$ cat src/rtl/core/mrw_pkg.sv
// Package for the Miller-Rabin witness test block.
// Holds the width defaults and the verdict codes. No dependencies.
package mrw_pkg;

  // Width of the input fields on the ports.
  localparam int unsigned FieldWidth    = 32;
  // Default width of the arithmetic (low bits of each field that are used).
  localparam int unsigned NumWidthDef   = 32;
  localparam int unsigned VerdictWidth  = 2;

  localparam logic [VerdictWidth-1:0] VerdictComposite = 2'd0;
  localparam logic [VerdictWidth-1:0] VerdictPrime     = 2'd1;
  localparam logic [VerdictWidth-1:0] VerdictInvalid   = 2'd2;

endpackage

$ cat src/rtl/core/mrw_modmul.sv
// Shared modular multiplier: (op_a * op_b) mod modulus.
// The product is registered first, then one restoring reduction step per bit.
// Depends on mrw_pkg.
module mrw_modmul import mrw_pkg::*; #(
  parameter int unsigned NUM_WIDTH = NumWidthDef
) (
  input  logic                 clk_i,
  input  logic                 rst_ni,
  input  logic                 start_i,
  input  logic [NUM_WIDTH-1:0] op_a_i,
  input  logic [NUM_WIDTH-1:0] op_b_i,
  input  logic [NUM_WIDTH-1:0] mod_i,
  output logic                 done_o,
  output logic [NUM_WIDTH-1:0] res_o
);

  localparam int unsigned PW = 2 * NUM_WIDTH;
  localparam int unsigned CW = $clog2(PW);

  logic [PW-1:0]        prod_q;
  logic [NUM_WIDTH:0]   rem_q, rem_d, trial;
  logic [CW-1:0]        cnt_q;
  logic                 busy_q, done_q;
  logic                 ge;

  // Bring down the next product bit; remainder stays below twice the modulus.
  assign trial = {rem_q[NUM_WIDTH-1:0], prod_q[PW-1]};
  assign ge    = trial >= {1'b0, mod_i};
  assign rem_d = ge ? (trial - {1'b0, mod_i}) : trial;

  always_ff @(posedge clk_i or negedge rst_ni) begin
    if (!rst_ni) begin
      busy_q <= 1'b0;
      done_q <= 1'b0;
      cnt_q  <= '0;
    end else begin
      done_q <= 1'b0;
      if (start_i) begin
        busy_q <= 1'b1;
        cnt_q  <= CW'(PW - 1);
      end else if (busy_q) begin
        cnt_q <= cnt_q - 1'b1;
        if (cnt_q == '0) begin
          busy_q <= 1'b0;
          done_q <= 1'b1;
        end
      end
    end
  end

  always_ff @(posedge clk_i) begin
    if (start_i) begin
      prod_q <= {{NUM_WIDTH{1'b0}}, op_a_i} * {{NUM_WIDTH{1'b0}}, op_b_i};
      rem_q  <= '0;
    end else if (busy_q) begin
      prod_q <= prod_q << 1;
      rem_q  <= rem_d;
    end
  end

  assign done_o = done_q;
  assign res_o  = rem_q[NUM_WIDTH-1:0];

endmodule

$ cat src/rtl/core/mrw_seq.sv
// Miller-Rabin round sequencer: splits n-1 if n is odd, runs square-and-multiply
// and the squaring chain on the shared mrw_modmul. Depends on mrw_pkg, mrw_modmul.
module mrw_seq import mrw_pkg::*; #(
  parameter int unsigned NUM_WIDTH = NumWidthDef
) (
  input  logic                    clk_i,
  input  logic                    rst_ni,
  input  logic                    start_i,
  input  logic [NUM_WIDTH-1:0]    cand_i,
  input  logic [NUM_WIDTH-1:0]    base_i,
  input  logic                    fin_ready_i,
  output logic                    idle_o,
  output logic                    fin_valid_o,
  output logic [VerdictWidth-1:0] verdict_o
);

  localparam int unsigned KW = $clog2(NUM_WIDTH + 1);
  localparam logic [NUM_WIDTH-1:0] One = NUM_WIDTH'(1);

  typedef enum logic [9:0] {
    S_IDLE  = 10'b00_0000_0001,
    S_CHK   = 10'b00_0000_0010,
    S_RED   = 10'b00_0000_0100,
    S_SPLIT = 10'b00_0000_1000,
    S_POW   = 10'b00_0001_0000,
    S_MULA  = 10'b00_0010_0000,
    S_MULS  = 10'b00_0100_0000,
    S_TST   = 10'b00_1000_0000,
    S_SQ    = 10'b01_0000_0000,
    S_SQW   = 10'b10_0000_0000
  } state_e;

  state_e                  state_q, state_d;
  logic [KW-1:0]           k_q, k_d, cnt_q, cnt_d;
  logic [VerdictWidth-1:0] verdict_q, verdict_d;
  logic                    fin_q, fin_d;
  logic [NUM_WIDTH-1:0]    n_q, n_d, sq_q, sq_d, acc_q, acc_d, exp_q, exp_d;
  logic [NUM_WIDTH-1:0]    n_m1;
  logic                    mm_start, mm_done;
  logic [NUM_WIDTH-1:0]    mm_a, mm_b, mm_res;

  assign n_m1 = n_q - One;

  mrw_modmul #(.NUM_WIDTH(NUM_WIDTH)) u_modmul (
    .clk_i   (clk_i),
    .rst_ni  (rst_ni),
    .start_i (mm_start),
    .op_a_i  (mm_a),
    .op_b_i  (mm_b),
    .mod_i   (n_q),
    .done_o  (mm_done),
    .res_o   (mm_res)
  );

  always_comb begin
    state_d   = state_q;
    k_d       = k_q;
    cnt_d     = cnt_q;
    verdict_d = verdict_q;
    fin_d     = fin_q;
    n_d       = n_q;
    sq_d      = sq_q;
    acc_d     = acc_q;
    exp_d     = exp_q;
    mm_start  = 1'b0;
    mm_a      = sq_q;
    mm_b      = sq_q;
    unique case (state_q)
      S_IDLE: begin
        if (fin_q) begin
          if (fin_ready_i) fin_d = 1'b0;
        end else if (start_i) begin
          n_d     = cand_i;
          sq_d    = base_i;
          state_d = S_CHK;
        end
      end
      S_CHK: begin
        exp_d = n_m1;
        k_d   = '0;
        if (n_q < NUM_WIDTH'(2)) begin
          verdict_d = VerdictInvalid;
          fin_d     = 1'b1;
          state_d   = S_IDLE;
        end else begin
          // reduce the base: base * 1 mod n
          mm_start = 1'b1;
          mm_b     = One;
          state_d  = S_RED;
        end
      end
      S_RED: begin
        if (mm_done) begin
          sq_d    = mm_res;
          acc_d   = One;
          state_d = S_SPLIT;
        end
      end
      S_SPLIT: begin
        // strip trailing zeros of n-1 for odd n only
        if (n_q[0] && !exp_q[0]) begin
          exp_d = exp_q >> 1;
          k_d   = k_q + 1'b1;
        end else begin
          state_d = S_POW;
        end
      end
      S_POW: begin
        if (exp_q == '0) begin
          state_d = S_TST;
        end else if (exp_q[0]) begin
          mm_start = 1'b1;
          mm_a     = acc_q;
          state_d  = S_MULA;
        end else begin
          mm_start = 1'b1;
          state_d  = S_MULS;
        end
      end
      S_MULA: begin
        if (mm_done) begin
          acc_d    = mm_res;
          mm_start = 1'b1;
          state_d  = S_MULS;
        end
      end
      S_MULS: begin
        if (mm_done) begin
          sq_d    = mm_res;
          exp_d   = exp_q >> 1;
          state_d = S_POW;
        end
      end
      S_TST: begin
        cnt_d = k_q;
        if (acc_q == One || acc_q == n_m1) begin
          verdict_d = VerdictPrime;
          fin_d     = 1'b1;
          state_d   = S_IDLE;
        end else begin
          state_d = S_SQ;
        end
      end
      S_SQ: begin
        if (cnt_q <= KW'(1)) begin
          verdict_d = VerdictComposite;
          fin_d     = 1'b1;
          state_d   = S_IDLE;
        end else begin
          mm_start = 1'b1;
          mm_a     = acc_q;
          mm_b     = acc_q;
          state_d  = S_SQW;
        end
      end
      S_SQW: begin
        if (mm_done) begin
          acc_d = mm_res;
          cnt_d = cnt_q - 1'b1;
          if (mm_res == One) begin
            verdict_d = VerdictComposite;
            fin_d     = 1'b1;
            state_d   = S_IDLE;
          end else if (mm_res == n_m1) begin
            verdict_d = VerdictPrime;
            fin_d     = 1'b1;
            state_d   = S_IDLE;
          end else begin
            state_d = S_SQ;
          end
        end
      end
      default: state_d = S_IDLE;
    endcase
  end

  always_ff @(posedge clk_i or negedge rst_ni) begin
    if (!rst_ni) begin
      state_q <= S_IDLE;
      fin_q   <= 1'b0;
      k_q     <= '0;
      cnt_q   <= '0;
    end else begin
      state_q <= state_d;
      fin_q   <= fin_d;
      k_q     <= k_d;
      cnt_q   <= cnt_d;
    end
  end

  always_ff @(posedge clk_i) begin
    verdict_q <= verdict_d;
    n_q       <= n_d;
    sq_q      <= sq_d;
    acc_q     <= acc_d;
    exp_q     <= exp_d;
  end

  // a finished verdict is held until the output stage takes it
  assign idle_o      = (state_q == S_IDLE) && !fin_q;
  assign fin_valid_o = fin_q;
  assign verdict_o   = verdict_q;

endmodule
$ cat config.mk
export PLATFORM = sky130hd
export DESIGN_NAME = mrw_seq
export DESIGN_NICKNAME = d
export VERILOG_FILES = /design/src/rtl/core/mrw_pkg.sv /design/src/rtl/core/mrw_modmul.sv /design/src/rtl/core/mrw_seq.sv
export SDC_FILE = /design/constraint.sdc
export NUM_CORES = 2
export LEC_CHECK = 0
export BUFFER_PORTS_ARGS = -buffer_cell sky130_fd_sc_hd__buf_4
export CAP_MARGIN = 25
export CORE_ASPECT_RATIO = 1.25
export CORE_MARGIN = 10
export CORE_UTILIZATION = 52
export CTS_CLUSTER_DIAMETER = 30
export DETAILED_ROUTE_END_ITERATION = 12
export GPL_TIMING_DRIVEN = 0
export PLACE_DENSITY = 0.72
export SKIP_CTS_REPAIR_TIMING = 1
export SLEW_MARGIN = 20
export SYNTH_ARGS = -nofsm -noshare
export SYNTH_HDL_FRONTEND = slang
export SYNTH_SLANG_ARGS = --single-unit
export TNS_END_PERCENT = 50
$ cat constraint.sdc
create_clock -name clk_i -period 14.6 [get_ports clk_i]
set_input_delay 0 -clock clk_i [delete_from_list [all_inputs] [get_ports clk_i]]
set_output_delay 0 -clock clk_i [all_outputs]
set_load 0.01 [all_outputs]
Word level (Yosys, flattened, before mapping)

Cells that the tools add are included.
Widths: inputs -> output; s select.

Bits in registers: 257
Word-level logic and storage cells: 144

$add $sub $neg: 5
Multipliers: 1
$lt $le $gt $ge: 3
Eq/ne operators: 28
Mux-type cells: 66
Bitwise operators: 1
Reductions and logical operators: 26

Operators by type and width:

| cell                  | number |
|---|---|
| $mux 32               | 11 |
| $pmux 32 s2           | 4 |
| $mux 64               | 2 |
| $pmux 10 s10          | 1 |
| $pmux 32 s3           | 1 |
| $mux 10               | 8 |
| $eq 32x1->1 const B   | 2 |
| $eq 32x32->1          | 2 |
| $mul 32x32->64        | 1 |
| $ge 33x32->1          | 1 |
| $logic_not 32->1      | 1 |
| $lt 32x2->1 const B   | 1 |
| $sub 32x1->32 const B | 1 |
| $sub 32x32->32        | 1 |
| $mux 9                | 3 |
| $mux 6                | 4 |
| $pmux 6 s2            | 2 |
| $mux 1                | 18 |
| $ne 2x2->1 const B    | 7 |
| $mux 2                | 6 |
| $ne 2x1->1 const B    | 6 |
| $reduce_and 6->1      | 2 |
| $sub 6x1->6 const B   | 2 |
| $eq 10x1->1 const B   | 1 |
| 32 further kinds      | 42 |

Logic depth before layout (Yosys ltp)

Word-level depth: 6
Mapped depth: 38
Mapped depth without buffers: 34

By module

From an unflattened synthesis, not the netlist that was laid out.

Cell total of the unflattened synthesis: 5228
Area total of the unflattened synthesis: 49431.2 µm²

Modules (own cells, without submodules):

| module     | instances | cells an instance | area each (µm²) | sequential area each (µm²) |
|---|---|---|---|---|
| mrw_modmul | 1         | 4345              | 39783.2         | 2762.6 |
| mrw_seq    | 1         | 883               | 9648.0          | 4480.5 |

Worst setup path after synthesis

No wires, ideal clock.

Path type: register -> register
From: register state_q[2]
To: register u_modmul.prod_q[63] (data pin)
Library setup time: 0.157 ns
Data arrival time: 9.613 ns
Path slack: 4.830 ns
Stages on the path, launching flop included: 36
Path buffers: 5
Clock period less this slack: 9.770 ns
Cell sequence: dfrtp_1 -> or4_1 -> or3_1 -> nor3_2 -> and3_1 -> buf_4 -> o21bai_1 -> buf_6 -> buf_6 -> mux2i_1 -> clkbuf_1 -> nor2_1 -> fa_1 -> inv_1 -> fa_1 -> fa_1 -> fa_1 -> inv_1 -> fa_1 -> inv_1 -> fa_1 -> inv_1 -> fa_1 -> fa_1 -> ha_1 -> clkbuf_1 -> a21oi_1 -> o2111a_1 -> and2_1 -> a2111oi_2 -> o21ai_0 -> o21bai_1 -> a31oi_1 -> o211a_1 -> and3_1 -> nor3_1

Longest elaborated chain between the ends: 4
Elaborated cells between the ends (all ways): 9
Those cells by class: mul (1); eq/ne (4); mux (4)

RTL lines:

| element                                   | line             | text |
|---|---|---|
| start, declared                           | mrw_seq.sv:33    | `state_e state_q, state_d;` |
| start signal, assigned                    | mrw_seq.sv:184   | `state_q <= state_d;` |
| $eq 10x9->1, or another cell as far along | mrw_seq.sv:68    | `unique case (state_q)` |
| $pmux 32 s2                               | mrw_seq.sv:68    |  |
| $mul 32x32->64                            | mrw_modmul.sv:53 | `prod_q <= {{NUM_WIDTH{1'b0}}, op_a_i} * {{NUM_WIDTH{1'b0}}, op_b_i};` |
| $mux 64 *                                 | mrw_modmul.sv:52 | `if (start_i) begin` |
| end signal, assigned                      | mrw_modmul.sv:53 |  |
| end signal, assigned                      | mrw_modmul.sv:56 | `prod_q <= prod_q << 1;` |
| end, declared                             | mrw_modmul.sv:20 | `logic [PW-1:0] prod_q;` |

Every way passes the cells marked *; elsewhere a longest branch is shown, timed or not.
A chain may end at the register's enable or synchronous reset.

Worst setup path in the final report

From: register state_q[2]
To: register u_modmul.prod_q[62] (data pin)

The elaborated chain is that of the path after synthesis.

==> summary.md <==
| Metric | Value |
|---|---|
| Status | completed |
| XOR/XNOR Fraction of Synth Area | 2.91% |
| Synth Instances | 5173 |
| Core Region | 90300 sq um |
| # Max-Cap Violations | 0 |
| RSZ-0062 raised after global routing | false |
| Worst-skew pair later-pin latency | 580 ps |
| Syn nets | 6439 |
| Die height | 358 microns |
| Synth warn | 0 |
| Synth cell types | 88 |
| Dpl cells | 6447 |
| WL/cell | 27.1 microns |
| Maximum clock rate | 0.0777 GHz |
| Crit start category | flip-flop |
| Num CTS Buffers | 43 |
| GRT overflow | 0 |
| Drt drc | 0 |
| Main flop type after synthesis | edfxtp_1 |
| Most common cell after layout, fill and taps aside | inv_1 |
| GP Congestion | 1.11 |
| Seq/Total Area, Yosys | 15.3% |
| Largest family of logic cells by synthesized area | adder cells |
| WL met3 | 18100 microns |
| CTS tree | done |
| Async S/R FF share, synth | 12.1% |
| Final #Nets | 6644 |
| CP top delay family | adder cells |
| Final Hold Viols | 0 |
| Worst path required time | 14990 ps |
| Detailed Place HPWL | 146000 microns |
| Post-Syn Area per Cell | 9.18 sq um |
| CP arrival | 13260 ps |
| Hold Path Class | input pin to flip-flop |
| Crit share post-route | 88.1% |
| Clock Tree Buf Depth | 3 |
| Vias in the first global route | 40957 |
| Worst rel slew slack | 20.3% |
| DRT iter0 DRCs | 4264 |
| Simple-gate share of the synthesized area | 15.3% |
| Met2 routed WL | 81500 microns |
| Drt total wl | 179000 microns |
| CP most frequent cell | fa_1 |
| Post-synth EDFFs | 194 |
| Final Setup Violations | 0 |
| IO Count | 72 |
| Clock-pin slew on the worst setup and hold paths | 60 ps |
| Synth Area in Compound Gates | 8.13% |
| Initial antenna violation count | 10 |
| Final critical-path required period | 12870 ps |
| Mux cell area share after synthesis | 2.72% |
| Crit path largest cell delay | 830 ps |
| Largest net degree at the start of global routing | 37 |
| Uppermost layer routed | met5 |
| Fillers | 7945 |
| DIE WIDTH | 290 microns |
| Slowest stage cell, crit path | mux2i_1 |
| Share of layout cells above drive strength 1 | 8.09% |
| Post-route setup TNS | 0 ps |
| Clock sinks | 257 |
| Crit path kind | flip-flop to flip-flop |
| First-pass GRT wire length | 261000 microns |
| Vias per cell | 6.02 |
| Synth Area in Adders | 45.8% |
| Leading cell types in the layout, fill and taps excluded | inv_1 (903), fa_1 (897), nor2_1 (776) |
| #FFs+latches synth | 257 |
| Std cell rows | 123 |
| Initial Utilization | 52.5% |
| Non-Filler Instances | 6600 |
| CP endpoint kind | flip-flop |
| Clk_skew | 29.3 ps |
| Worst-margin pin slew | 1200 ps |
| H-tree Lvls | 2 |
| WP buf/inv | 8 |
| Pre-antenna DRT Iters | 6 |
| CTS root buf | clkbuf_16 |
| Area delta synth->final | 9.70% |
| GRT Util Overall | 34.1% |
| Slew Viols, Final | 0 |
| Die area | 104000 sq um |
| WL met1 | 59900 microns |
| IO buf count | 71 |
| Post-synth design cell area | 47500 sq um |
| Vias | 39726 |
| Max FO, Critical Path | 10 |
| Antenna Nets Post-Route | 0 |
final cells by class:
type	count	area, sq um	share of cell area [%]
Inverter	904	3390	6.52
Clock buffer	47	1140	2.20
Sequential cell	257	7240	13.9
Antenna cell	1	2.50	0.00481
Buffer	263	1310	2.52
Tap cell	1187	1490	2.85
Multi-Input combinational cell	3749	35600	68.4
Timing Repair Buffer	160	1480	2.85
Clock inverter	32	382	0.733
cells by family (layout without fill, tap and decap cells):
logic type | Yosys count | in the layout
simple gates | 1683 | 1683
fa+ha+maj | 1198 | 1198
buf+inv | 1167 | 1406
compound gates | 592 | 592
flops | 257 | 257
xor+xnor | 156 | 156
mux | 120 | 120
other cells | 0 | 1
cells in the mapped netlist (all sizes together) (13+ instances only):
library cell	instances	share of area (%)
nor2b	23	0.30
a211oi	31	0.49
edfxtp	194	12
mux2i	55	1.2
o21bai	19	0.30
buf	135	1.7
ha	301	7.9
dfrtp	30	1.6
o211ai	13	0.22
inv	904	7.1
nor4	48	0.75
nor3	44	0.58
nand2	561	4.4
a31oi	24	0.32
mux2	65	1.6
clkbuf	128	1.0
and2	43	0.57
nor2	784	6.2
dfxtp	32	1.3
a21o	45	0.71
a22o	30	0.56
nand4	33	0.47
xor2	58	1.1
nand2b	19	0.25
xnor2	97	1.8
and3	25	0.33
a22oi	31	0.64
fa	897	38
nand3	51	0.55
a21oi	180	1.9
o21ai	128	1.3
per-layer routing:
layer | vias up | GRT usage [%]
li1 | 16718 | -
met1 | 19921 | 37.7
met2 | 2332 | 54.4
met3 | 745 | 8.22
met4 | 10 | 30.8
met5 | - | 0
flip-flops by register name, indices dropped and copies added, names as in the netlist:
name,cells
sq_q,32
n_q,32
exp_q,32
u_modmul.done_o,1
fin_valid_o,1
u_modmul.rem_q,32
state_q,10
cnt_q,6
verdict_o,2
u_modmul.cnt_q,6
k_q,6
acc_q,32
u_modmul.busy_q,1
u_modmul.prod_q,64
worst reg2reg max path: cells and delay by family, from the launching register on:
kind / cells / cell delay [ps]
adder cells (fa/ha/maj): 9 / 4360
AO/OA/AOI/OAI: 7 / 2520
AND/OR/NAND/NOR: 9 / 2800
multiplexers: 1 / 840
flip-flops: 1 / 410
buffers and inverters: 8 / 1760
stage by stage:
step           setup slack, ps  instance area, sq um  hold slack [ps]  util [%]
6_report                  1730                 52100             34.4      57.6
5_1_grt                   1540                 52100             39.2      57.6
4_1_cts                   1970                 51300             -640      56.8
3_5_place_dp              2030                 49800            -42.2      55.1
3_3_place_gp              1460                 49500            -44.8      54.8
2_1_floorplan             4830                 47500             -296         -
worst paths after layout:
check,start,depth (start not counted),slack (ps),to
min reg2reg,u_modmul.prod_q[17],2,510,u_modmul.prod_q[18]
max in group asynchronous,rst_ni,4,13960,k_q[2]
max,state_q[2],34,1730,u_modmul.prod_q[62]
max reg2reg,state_q[2],34,1730,u_modmul.prod_q[62]
min in group asynchronous,rst_ni,3,470,state_q[0]
min,start_i,3,30,n_q[17]
Power is not shown: default switching activity piles up to over one toggle a cycle in this logic, so the estimate is an artifact.
